**config.mk**
```make
export PLATFORM = sky130hd
export DESIGN_NAME = bqc_cfg
export DESIGN_NICKNAME = d
export VERILOG_FILES = /design/src/rtl/core/bqc_pkg.sv /design/src/rtl/core/bqc_cfg.sv
export SDC_FILE = /design/constraint.sdc
export NUM_CORES = 1
export LEC_CHECK = 0
export ABC_AREA = 1
export BUFFER_PORTS_ARGS = -buffer_cell sky130_fd_sc_hd__buf_4
export CAP_MARGIN = 20
export CORE_MARGIN = 2
export CORE_UTILIZATION = 51
export DETAILED_ROUTE_END_ITERATION = 8
export PLACE_DENSITY_LB_ADDON = 0.12
export SLEW_MARGIN = 10
export SYNTH_ARGS = -nofsm -noshare
export SYNTH_HDL_FRONTEND = slang
export SYNTH_SLANG_ARGS = --single-unit
```
**constraint.sdc**
```tcl
create_clock -name clk -period 0.8 [get_ports clk]
set_clock_uncertainty 0.05 [all_clocks]
set_input_delay 0.16 -clock clk [delete_from_list [all_inputs] [get_ports clk]]
set_output_delay 0.16 -clock clk [all_outputs]
set_load 0.05 [all_outputs]
```
**src/rtl/core/bqc_pkg.sv**
```systemverilog
`default_nettype none
// ----------------------------------------------------------------------------
// bqc_pkg
// Shared types and constants of the clamped biquad filter.
// ----------------------------------------------------------------------------
package bqc_pkg;

    localparam int COEFF_WIDTH     = 24;
    localparam int CFG_INDEX_WIDTH = 3;
    localparam int PROD_COUNT_BITS = 3;

    typedef enum logic [CFG_INDEX_WIDTH-1:0] {
        REG_GAIN_IN_0  = 3'd0,
        REG_GAIN_IN_1  = 3'd1,
        REG_GAIN_IN_2  = 3'd2,
        REG_GAIN_OUT_1 = 3'd3,
        REG_GAIN_OUT_2 = 3'd4,
        REG_LOWER_LIMIT = 3'd5,
        REG_UPPER_LIMIT = 3'd6
    } cfg_index_t;

    typedef enum logic {
        ACT_FILTER = 1'b0,
        ACT_PRESET = 1'b1
    } action_t;

endpackage
`default_nettype wire

```
**src/rtl/core/bqc_cfg.sv**
```systemverilog
`default_nettype none
// ----------------------------------------------------------------------------
// bqc_cfg
// Coefficient and limit registers, written through a plain write port.
// ----------------------------------------------------------------------------
module bqc_cfg #(
    parameter int SAMPLE_WIDTH        = 16,
    parameter int COEFF_FRACTION_BITS = 20,
    parameter int COEFF_REG_WIDTH     = 24,
    parameter int DATA_WIDTH          = 24
) (
    input  wire logic                                   clk,
    input  wire logic                                   rst_n,
    input  wire logic                                   cfg_we,
    input  wire logic [bqc_pkg::CFG_INDEX_WIDTH-1:0]    cfg_index,
    input  wire logic [DATA_WIDTH-1:0]                  cfg_data,
    output logic signed [COEFF_REG_WIDTH-1:0]           gain_in_0,
    output logic signed [COEFF_REG_WIDTH-1:0]           gain_in_1,
    output logic signed [COEFF_REG_WIDTH-1:0]           gain_in_2,
    output logic signed [COEFF_REG_WIDTH-1:0]           gain_out_1,
    output logic signed [COEFF_REG_WIDTH-1:0]           gain_out_2,
    output logic signed [SAMPLE_WIDTH-1:0]              lower_limit,
    output logic signed [SAMPLE_WIDTH-1:0]              upper_limit
);
    import bqc_pkg::*;

    localparam logic signed [COEFF_REG_WIDTH-1:0] UNITY_GAIN =
        COEFF_REG_WIDTH'(1) << COEFF_FRACTION_BITS;
    localparam logic signed [SAMPLE_WIDTH-1:0] MIN_SAMPLE =
        {1'b1, {(SAMPLE_WIDTH-1){1'b0}}};
    localparam logic signed [SAMPLE_WIDTH-1:0] MAX_SAMPLE =
        {1'b0, {(SAMPLE_WIDTH-1){1'b1}}};

    logic signed [COEFF_REG_WIDTH-1:0] b0_reg, b1_reg, b2_reg, a1_reg, a2_reg;
    logic signed [SAMPLE_WIDTH-1:0]    lo_reg, hi_reg;
    logic signed [COEFF_WIDTH-1:0]     coeff_wr;
    logic signed [COEFF_REG_WIDTH-1:0] coeff_ext;

    assign coeff_wr  = cfg_data[COEFF_WIDTH-1:0];
    assign coeff_ext = COEFF_REG_WIDTH'(coeff_wr);

    always_ff @(posedge clk or negedge rst_n)
    begin
        if (!rst_n)
        begin
            b0_reg <= UNITY_GAIN;
            b1_reg <= '0;
            b2_reg <= '0;
            a1_reg <= '0;
            a2_reg <= '0;
            lo_reg <= MIN_SAMPLE;
            hi_reg <= MAX_SAMPLE;
        end
        else if (cfg_we)
        begin
            case (cfg_index_t'(cfg_index))
                REG_GAIN_IN_0:   b0_reg <= coeff_ext;
                REG_GAIN_IN_1:   b1_reg <= coeff_ext;
                REG_GAIN_IN_2:   b2_reg <= coeff_ext;
                REG_GAIN_OUT_1:  a1_reg <= coeff_ext;
                REG_GAIN_OUT_2:  a2_reg <= coeff_ext;
                REG_LOWER_LIMIT: lo_reg <= cfg_data[SAMPLE_WIDTH-1:0];
                REG_UPPER_LIMIT: hi_reg <= cfg_data[SAMPLE_WIDTH-1:0];
                default:         ;
            endcase
        end
    end

    assign gain_in_0   = b0_reg;
    assign gain_in_1   = b1_reg;
    assign gain_in_2   = b2_reg;
    assign gain_out_1  = a1_reg;
    assign gain_out_2  = a2_reg;
    assign lower_limit = lo_reg;
    assign upper_limit = hi_reg;

endmodule
`default_nettype wire

```
# After elaboration in Yosys (flattened, before gate mapping)
# Cells that the tools add are included.
dict set report classes {
  n_eq_ne 6
  reduce_logical 8
}
# cell n
set ops {}
lappend ops {{2-bit AND reduction} 7}
lappend ops {{3-bit == test (second input constant)} 3}
lappend ops {{3-bit by 2-bit == test with 1-bit output (second input constant)} 2}
lappend ops {{3-bit by 1-bit == test with 1-bit output (second input constant)} 1}
lappend ops {{3-bit zero test} 1}
dict set report totals {
  ff_bits 152
  inputBits 30
  output_inout_bits 152
  wordCells 21
}

# Longest topological paths before layout
# Gate-level depths: netlist of run 1.
dict set report depth {
  ltp_word 2
  ltp_mapped 7
  depth_no_buf 5
}

# Least setup slack after synthesis of run 1
# No wires, ideal clock.
dict set report synth_timing {
  path_type {input -> register}
  from {input port cfg_we}
  to {register b0_reg[0], in the netlist gain_in_0[0]}
  setup_time_ns 0.119
  arrival_ns 0.890
  required_ns 0.631
  slack_ns -0.259
  stages 7
  path_buffers 2
  path_cell_list {inv_1 -> nor2_2 -> buf_2 -> nand2_2 -> buf_2 -> nand2_1 -> nand2_1}
}
dict set report synth_via {
  elab_chain_len 1
}
# item line_no
set synth_rtl {}
lappend synth_rtl {{start, declared} bqc_cfg.sv:14} ;# input wire logic cfg_we,
lappend synth_rtl {{2-bit AND reduction (no line)} n/a}
lappend synth_rtl {{end signal, assigned} bqc_cfg.sv:57} ;# REG_GAIN_IN_0: b0_reg <= coeff_ext;
lappend synth_rtl {{end, declared} bqc_cfg.sv:34} ;# logic signed [COEFF_REG_WIDTH-1:0] b0_reg, b1_reg, b2_reg, a1_reg, a2_reg;
# No other way between the ends.
# A chain may end at the register's enable or synchronous reset.

# Worst setup path in the final report of run 1
dict set report layout_timing {
  from {register hi_reg[6], in the netlist upper_limit[6]}
  to {output port upper_limit[6]}
}
# item line_no
set layout_rtl {}
lappend layout_rtl {{start, declared} bqc_cfg.sv:35} ;# logic signed [SAMPLE_WIDTH-1:0] lo_reg, hi_reg;
lappend layout_rtl {{start signal, assigned} bqc_cfg.sv:63} ;# REG_UPPER_LIMIT: hi_reg <= cfg_data[SAMPLE_WIDTH-1:0];
lappend layout_rtl {{end, declared} bqc_cfg.sv:23} ;# output logic signed [SAMPLE_WIDTH-1:0] upper_limit
# No word-level cell between the ends.

==> flow_summary.json, run 1 <==
{
  "finalNetCount": 959,
  "post-route-cell-area_sq_mm": 0.01007,
  "timing.max_cap.violations": 0,
  "core_area_sq_mm": 0.01142,
  "track_usage_pct": 33.67,
  "viasPerCell": 5.604,
  "cp_max_fo": 2,
  "vias": 6080,
  "first_global_vias": 6179,
  "worst_pin_slew_ps": 247.3,
  "antenna_left": 0,
  "rsz0062_at_grt": "true",
  "die_h_um": 112.3,
  "ys_types": 12,
  "finalCritPeriodShare_pct": 168.1,
  "io_pins": 182,
  "clkTransAtPathRegs_ps": 60,
  "clk_latency_ps": 420,
  "max_freq_ghz": 0.7435,
  "place_ws_ps": -398.2,
  "violations": "setup timing",
  "layout_setup_ws_ps": -544.9,
  "peakVddDrop_uv": 1990,
  "io_buffers": 181,
  "cp_slowest_cell": "dfstp_2",
  "wl_um": 21610,
  "p_per_area_mw_per_mm2": 3159,
  "final_common_cell": "nand2_1",
  "critPathMaxStageDelay_ps": 560,
  "first_pass_iters": 7,
  "grt_max_degree": 40,
  "cts_max_path_buffers": 2,
  "area_delta_synth_final_pct": 68.54,
  "crit_type": "flop to primary output",
  "synth_area_sq_mm": 0.005977,
  "grt_pass1_wl_um": 32840,
  "path_buf_inv": 1,
  "drt-initial-drc-count": 525,
  "placed_area_sq_mm": 0.007956,
  "tritoncts": "yes",
  "synth_seq_cells": 152,
  "hold_viol": 0,
  "dp_cells": 992,
  "power_leakage_nw": 5.039,
  "n_fill_cell": 526,
  "slew_violations": 0,
  "period_minus_slack_ps": 1345,
  "wl_per_cell_um": 19.91,
  "drc": 0,
  "postSynthAreaPerCell_sq_um": 8.948,
  "seq_area_frac_synth_pct": 63.99,
  "status": "complete, but fails checks",
  "endpoint_kind": "primary output",
  "min-delay-path-class": "primary input to asynchronous set/reset pin",
  "start_util_pct": 52.34,
  "num_rows": 39,
  "postSynthCellCount": 668,
  "setup_viol": 174,
  "yosysTopAreaCell": "dfrtp_1",
  "gp_congestion": 0.8798,
  "antenna_found_initial": 0,
  "syn_nets": 698,
  "dp_hpwl_um": 12300,
  "stdcell_count": 1085,
  "path_cells": "buf_8",
  "synth_warnings": 0,
  "ys_top_cells_by_area": "dfrtp_1, nand2_1, nand3_1, dfstp_2, buf_2",
  "hold-worst-slack_ps": 77.52,
  "grt-ovfl-total": 0,
  "critPathLaunchType": "flop",
  "critical_path_required_ps": 590,
  "drive_above_1_share_pct": 50.42,
  "fp.dieW_um": 112.3,
  "numCtsBuffers": 17,
  "cts_root_buf": "clkbuf_16",
  "critPathArrivalTime_ps": 1130,
  "die_area_sq_mm": 0.01260,
  "cts.sinks": 152,
  "finalSetupTns_ps": -64360,
  "cts.htree.levels": 4,
  "slew_headroom_pct": 83.50,
  "mostFrequentLayoutCells": "nand2_1, buf_6, dfrtp_2",
  "synth_top_area_share_pct": 56.52,
  "antenna_cells": 0,
  "crit_family": "flip-flops"
}
-- metrics by stage --
stage | total power, mW | utilization, %
floorplan | 16.88 | -
global placement | 20.23 | 69.68
detailed placement | 20.44 | 69.68
CTS | 30.87 | 84.67
global route | 32.81 | 88.22
finish | 31.82 | 88.22
-- synth_stat cells --
master      n
clkbuf_1    7
nand2_2     6
buf_4       7
nand2_1   366
nor2_2      5
dfrtp_1   135
inv_2       3
dfstp_2    17
buf_2      21
nand3_1    96
inv_1       3
nor2_4      2
-- final timing paths --
path                                start        endpoint  slack [ps]  cells after the start
min in group clk             cfg_index[1]   gain_in_1[11]         230                      5
hold reg to reg            upper_limit[7]  upper_limit[7]         420                      2
setup / recovery           upper_limit[6]  upper_limit[6]        -540                      1
setup reg to reg            gain_out_2[1]   gain_out_2[1]        -170                      4
hold / removal                      rst_n   gain_out_2[8]          80                      2
max in group asynchronous           rst_n  upper_limit[3]         130                      3
-- report_power, final --
| group | internal (mW) | leakage (nW) | total (mW) | switching (mW) |
|---|---|---|---|---|
| Sequential | 9.47 | 1.73 | 10.8 | 1.37 |
| Combinational | 4.51 | 3.01 | 12.2 | 7.72 |
| Clock | 5.51 | 0.295 | 8.75 | 3.23 |
| Total | 19.5 | 5.04 | 31.8 | 12.3 |
-- final cells by class --
cell class | count | area, sq um | share of cell area, %
Clock inverter | 13 | 202.7 | 2.012
Multi-Input combinational cell | 475 | 2138 | 21.23
Timing Repair Buffer | 277 | 3107 | 30.84
Sequential cell | 152 | 3969 | 39.40
Tap cell | 143 | 178.9 | 1.776
Inverter | 6 | 45.04 | 0.4471
Clock buffer | 19 | 432.9 | 4.298
-- per-layer routing --
metal	track usage [%]	routed length, um	up-vias
met2	55.74	10920	403
met1	42.00	7660	2958
met4	14.15	1078	0
met5	0	0	-
li1	-	-	2612
met3	9.341	1944	107
-- logic make-up (layout without fill, tap and decap cells) --
family / count (synthesis) / count (layout) / share of synthesized area, %
DFF: 152 / 152 / 63.99
and+or+nand+nor: 475 / 475 / 32.55
buffers and inverters: 41 / 315 / 3.454
-- registers in the layout, indices dropped and copies added, names as in the netlist --
| name | cells |
|---|---|
| gain_in_2 | 24 |
| gain_out_2 | 24 |
| gain_in_0 | 24 |
| upper_limit | 16 |
| lower_limit | 16 |
| gain_in_1 | 24 |
| gain_out_1 | 24 |
-- repair_timing --
item / 4_1_cts / 5_1_grt
endpoints found under the setup margin: 152 / 211
setup buffers: 21 / 24
hold buffers: 25 / 0
endpoints found under the hold margin: 222 / 0
gates resized for setup: 179 / 86
pin swaps: 0 / 26
gates cloned: 0 / 0
Note: power is estimated with default switching activity, not from simulation.
==> inputs of run 2 (changes only) <==
==> constraint.sdc (replaced) <==
create_clock -name clk -period 0.8 [get_ports clk]
set_clock_uncertainty 0.05 [all_clocks]
set_input_delay 0.04 -clock clk [delete_from_list [all_inputs] [get_ports clk]]
set_output_delay 0.04 -clock clk [all_outputs]
set_load 0.05 [all_outputs]
==> run 2 against run 1 <==
  * The flow finishes with violations (hold timing, setup timing)
  * Maximum frequency grew 7.5%
  * Combinational power grew 3%
  * First-iteration DRC count grew 30%
  * Register-to-register slack is essentially flat
  * Worst setup slack gained 93 ps
  * Routed wire length grew 9.1%
  * Power grew 3.0%
  * Via count grew 1.3%
  * Sequential power is essentially flat
  * Sequential share of layout area shrank 0.24 points
  * Critical endpoint is now gain_in_0[20]
  * Largest power group unchanged
==> flow_summary.json, run 2 (synthesized netlist as in run 1, its figures left out) <==
{
  "slew_violations": 0,
  "rsz0062_at_grt": "true",
  "critical_path_required_ps": 710,
  "fp.dieW_um": 112.3,
  "drive_above_1_share_pct": 53.05,
  "status": "complete, but fails checks",
  "mostFrequentLayoutCells": "nand2_1, buf_6, dfrtp_2",
  "vias": 6159,
  "power_leakage_nw": 5.122,
  "drc": 0,
  "start_util_pct": 52.34,
  "reg2reg_to": "gain_out_2[19]",
  "grt-ovfl-total": 0,
  "reg2reg_from": "gain_out_2[19]",
  "final_common_cell": "nand2_1",
  "slew_headroom_pct": 74.14,
  "hold_viol": 4,
  "io_buffers": 181,
  "cts.sinks": 152,
  "drt-initial-drc-count": 681,
  "path_buf_inv": 1,
  "antenna_found_initial": 0,
  "peakVddDrop_uv": 3074,
  "die_area_sq_mm": 0.01260,
  "core_area_sq_mm": 0.01142,
  "ff2ff_path_depth": 4,
  "p_per_area_mw_per_mm2": 3214,
  "track_usage_pct": 35.18,
  "critPathMaxStageDelay_ps": 570,
  "layout_setup_ws_ps": -451.6,
  "cts_max_path_buffers": 2,
  "min-delay-path-class": "primary input to asynchronous set/reset pin",
  "wl_um": 23570,
  "timing.max_cap.violations": 0,
  "endpoint_kind": "primary output",
  "hold-worst-slack_ps": -28.31,
  "antenna_cells": 0,
  "finalPower_mw": 32.76,
  "r2r_setup_slack_ps": -160,
  "dp_hpwl_um": 12610,
  "crit_start": "gain_in_0[20]",
  "dp_cells": 996,
  "tritoncts": "yes",
  "antenna_left": 0,
  "io_pins": 182,
  "numCtsBuffers": 17,
  "wl_per_cell_um": 21.53,
  "path_cells": "buf_8",
  "setup_viol": 189,
  "critPathLaunchType": "flop",
  "grt_pass1_wl_um": 33820,
  "crit_family": "flip-flops",
  "cts_root_buf": "clkbuf_16",
  "worst_pin_slew_ps": 387.5,
  "first_pass_iters": 5,
  "clk_latency_ps": 430,
  "num_rows": 39,
  "area_delta_synth_final_pct": 70.57,
  "ctsHoldBuffers": 25,
  "viasPerCell": 5.625,
  "cp_max_fo": 2,
  "crit_path_end": "gain_in_0[20]",
  "cts.htree.levels": 4,
  "finalNetCount": 969,
  "period_minus_slack_ps": 1252,
  "worst-path-stages": 1,
  "critPathArrivalTime_ps": 1160,
  "violations": "hold timing, setup timing",
  "stdcell_count": 1095,
  "cp_slowest_cell": "dfstp_2",
  "first_global_vias": 6335,
  "gp_congestion": 0.8518,
  "clkTransAtPathRegs_ps": 60,
  "grt_max_degree": 45,
  "max_freq_ghz": 0.7989,
  "crit_type": "flop to primary output",
  "die_h_um": 112.3,
  "finalCritPeriodShare_pct": 156.5
}
run 2: changes by cell type in the layout (fill, tap and decap cells not counted), moves of 3 or more:
cell / change
dfrtp_2: +19
dfrtp_1: -19
nand2_1: -3
buf_8: +13
clkinvlp_4: -5
buf_4: +19
buf_6: -22
nand2_4: +4
clkbuf_8: +6
run 2: layer usage:
layer | vias up | wire length [um] | track usage (%)
met4 | 0 | 1078 | 17.80
met5 | - | 0 | 0
li1 | 2623 | - | -
met1 | 3011 | 8065 | 40.85
met2 | 432 | 12190 | 59.00
met3 | 93 | 2236 | 11.18
run 2: what timing repair did:
item                                   4_1_cts  5_1_grt
setup endpoints to repair                  152      185
pin swaps                                    3       18
endpoints found under the hold margin      304        4
buffers inserted                            25       25
gates resized for setup                    200       75
run 2: final cells by class:
cell class | count | area (sq um)
clock buffer | 25 | 515.5
clock inverter | 7 | 160.2
fill | 492 | 1224
inverter | 6 | 32.53
multi-input combinational | 475 | 2118
sequential | 152 | 3993
tap | 143 | 178.9
timing repair buffer | 287 | 3197
run 2: power breakdown:
group	internal (mW)	total [mW]	switching (mW)	leakage (nW)
clock network	6.04	9.21	3.18	0.333
registers	9.51	10.9	1.44	1.71
logic	4.69	12.6	7.91	3.08
total	20.2	32.8	12.5	5.12
run 2: worst min-delay path by stage:
| stage | start | endpoint | slack (ps) | cells after the start |
|---|---|---|---|---|
| CTS | rst_n | gain_out_1[6] | -50 | 2 |
| global placement | rst_n | gain_out_1[6] | -170 | 1 |
| global route | rst_n | gain_out_1[6] | -40 | 2 |
| finish | rst_n | gain_out_1[6] | -30 | 2 |
| detailed placement | rst_n | gain_out_1[6] | -170 | 1 |
| floorplan | rst_n | gain_in_0[0] | -310 | 0 |
run 2: per-stage QoR:
step | hold slack (ps) | area (sq um) | utilization (%) | TNS [ps] | setup WS, ps
after floorplan | -305.6 | 6220 | - | -2035 | -109.6
after global placement | -169.7 | 7980 | 69.89 | -23050 | -193.2
after detailed placement | -169.0 | 7980 | 69.89 | -29290 | -241.4
after CTS | -48.26 | 9837 | 86.15 | -46660 | -429.8
after global routing | -36.79 | 10190 | 89.28 | -52360 | -473.5
final | -28.31 | 10190 | 89.28 | -47990 | -451.6
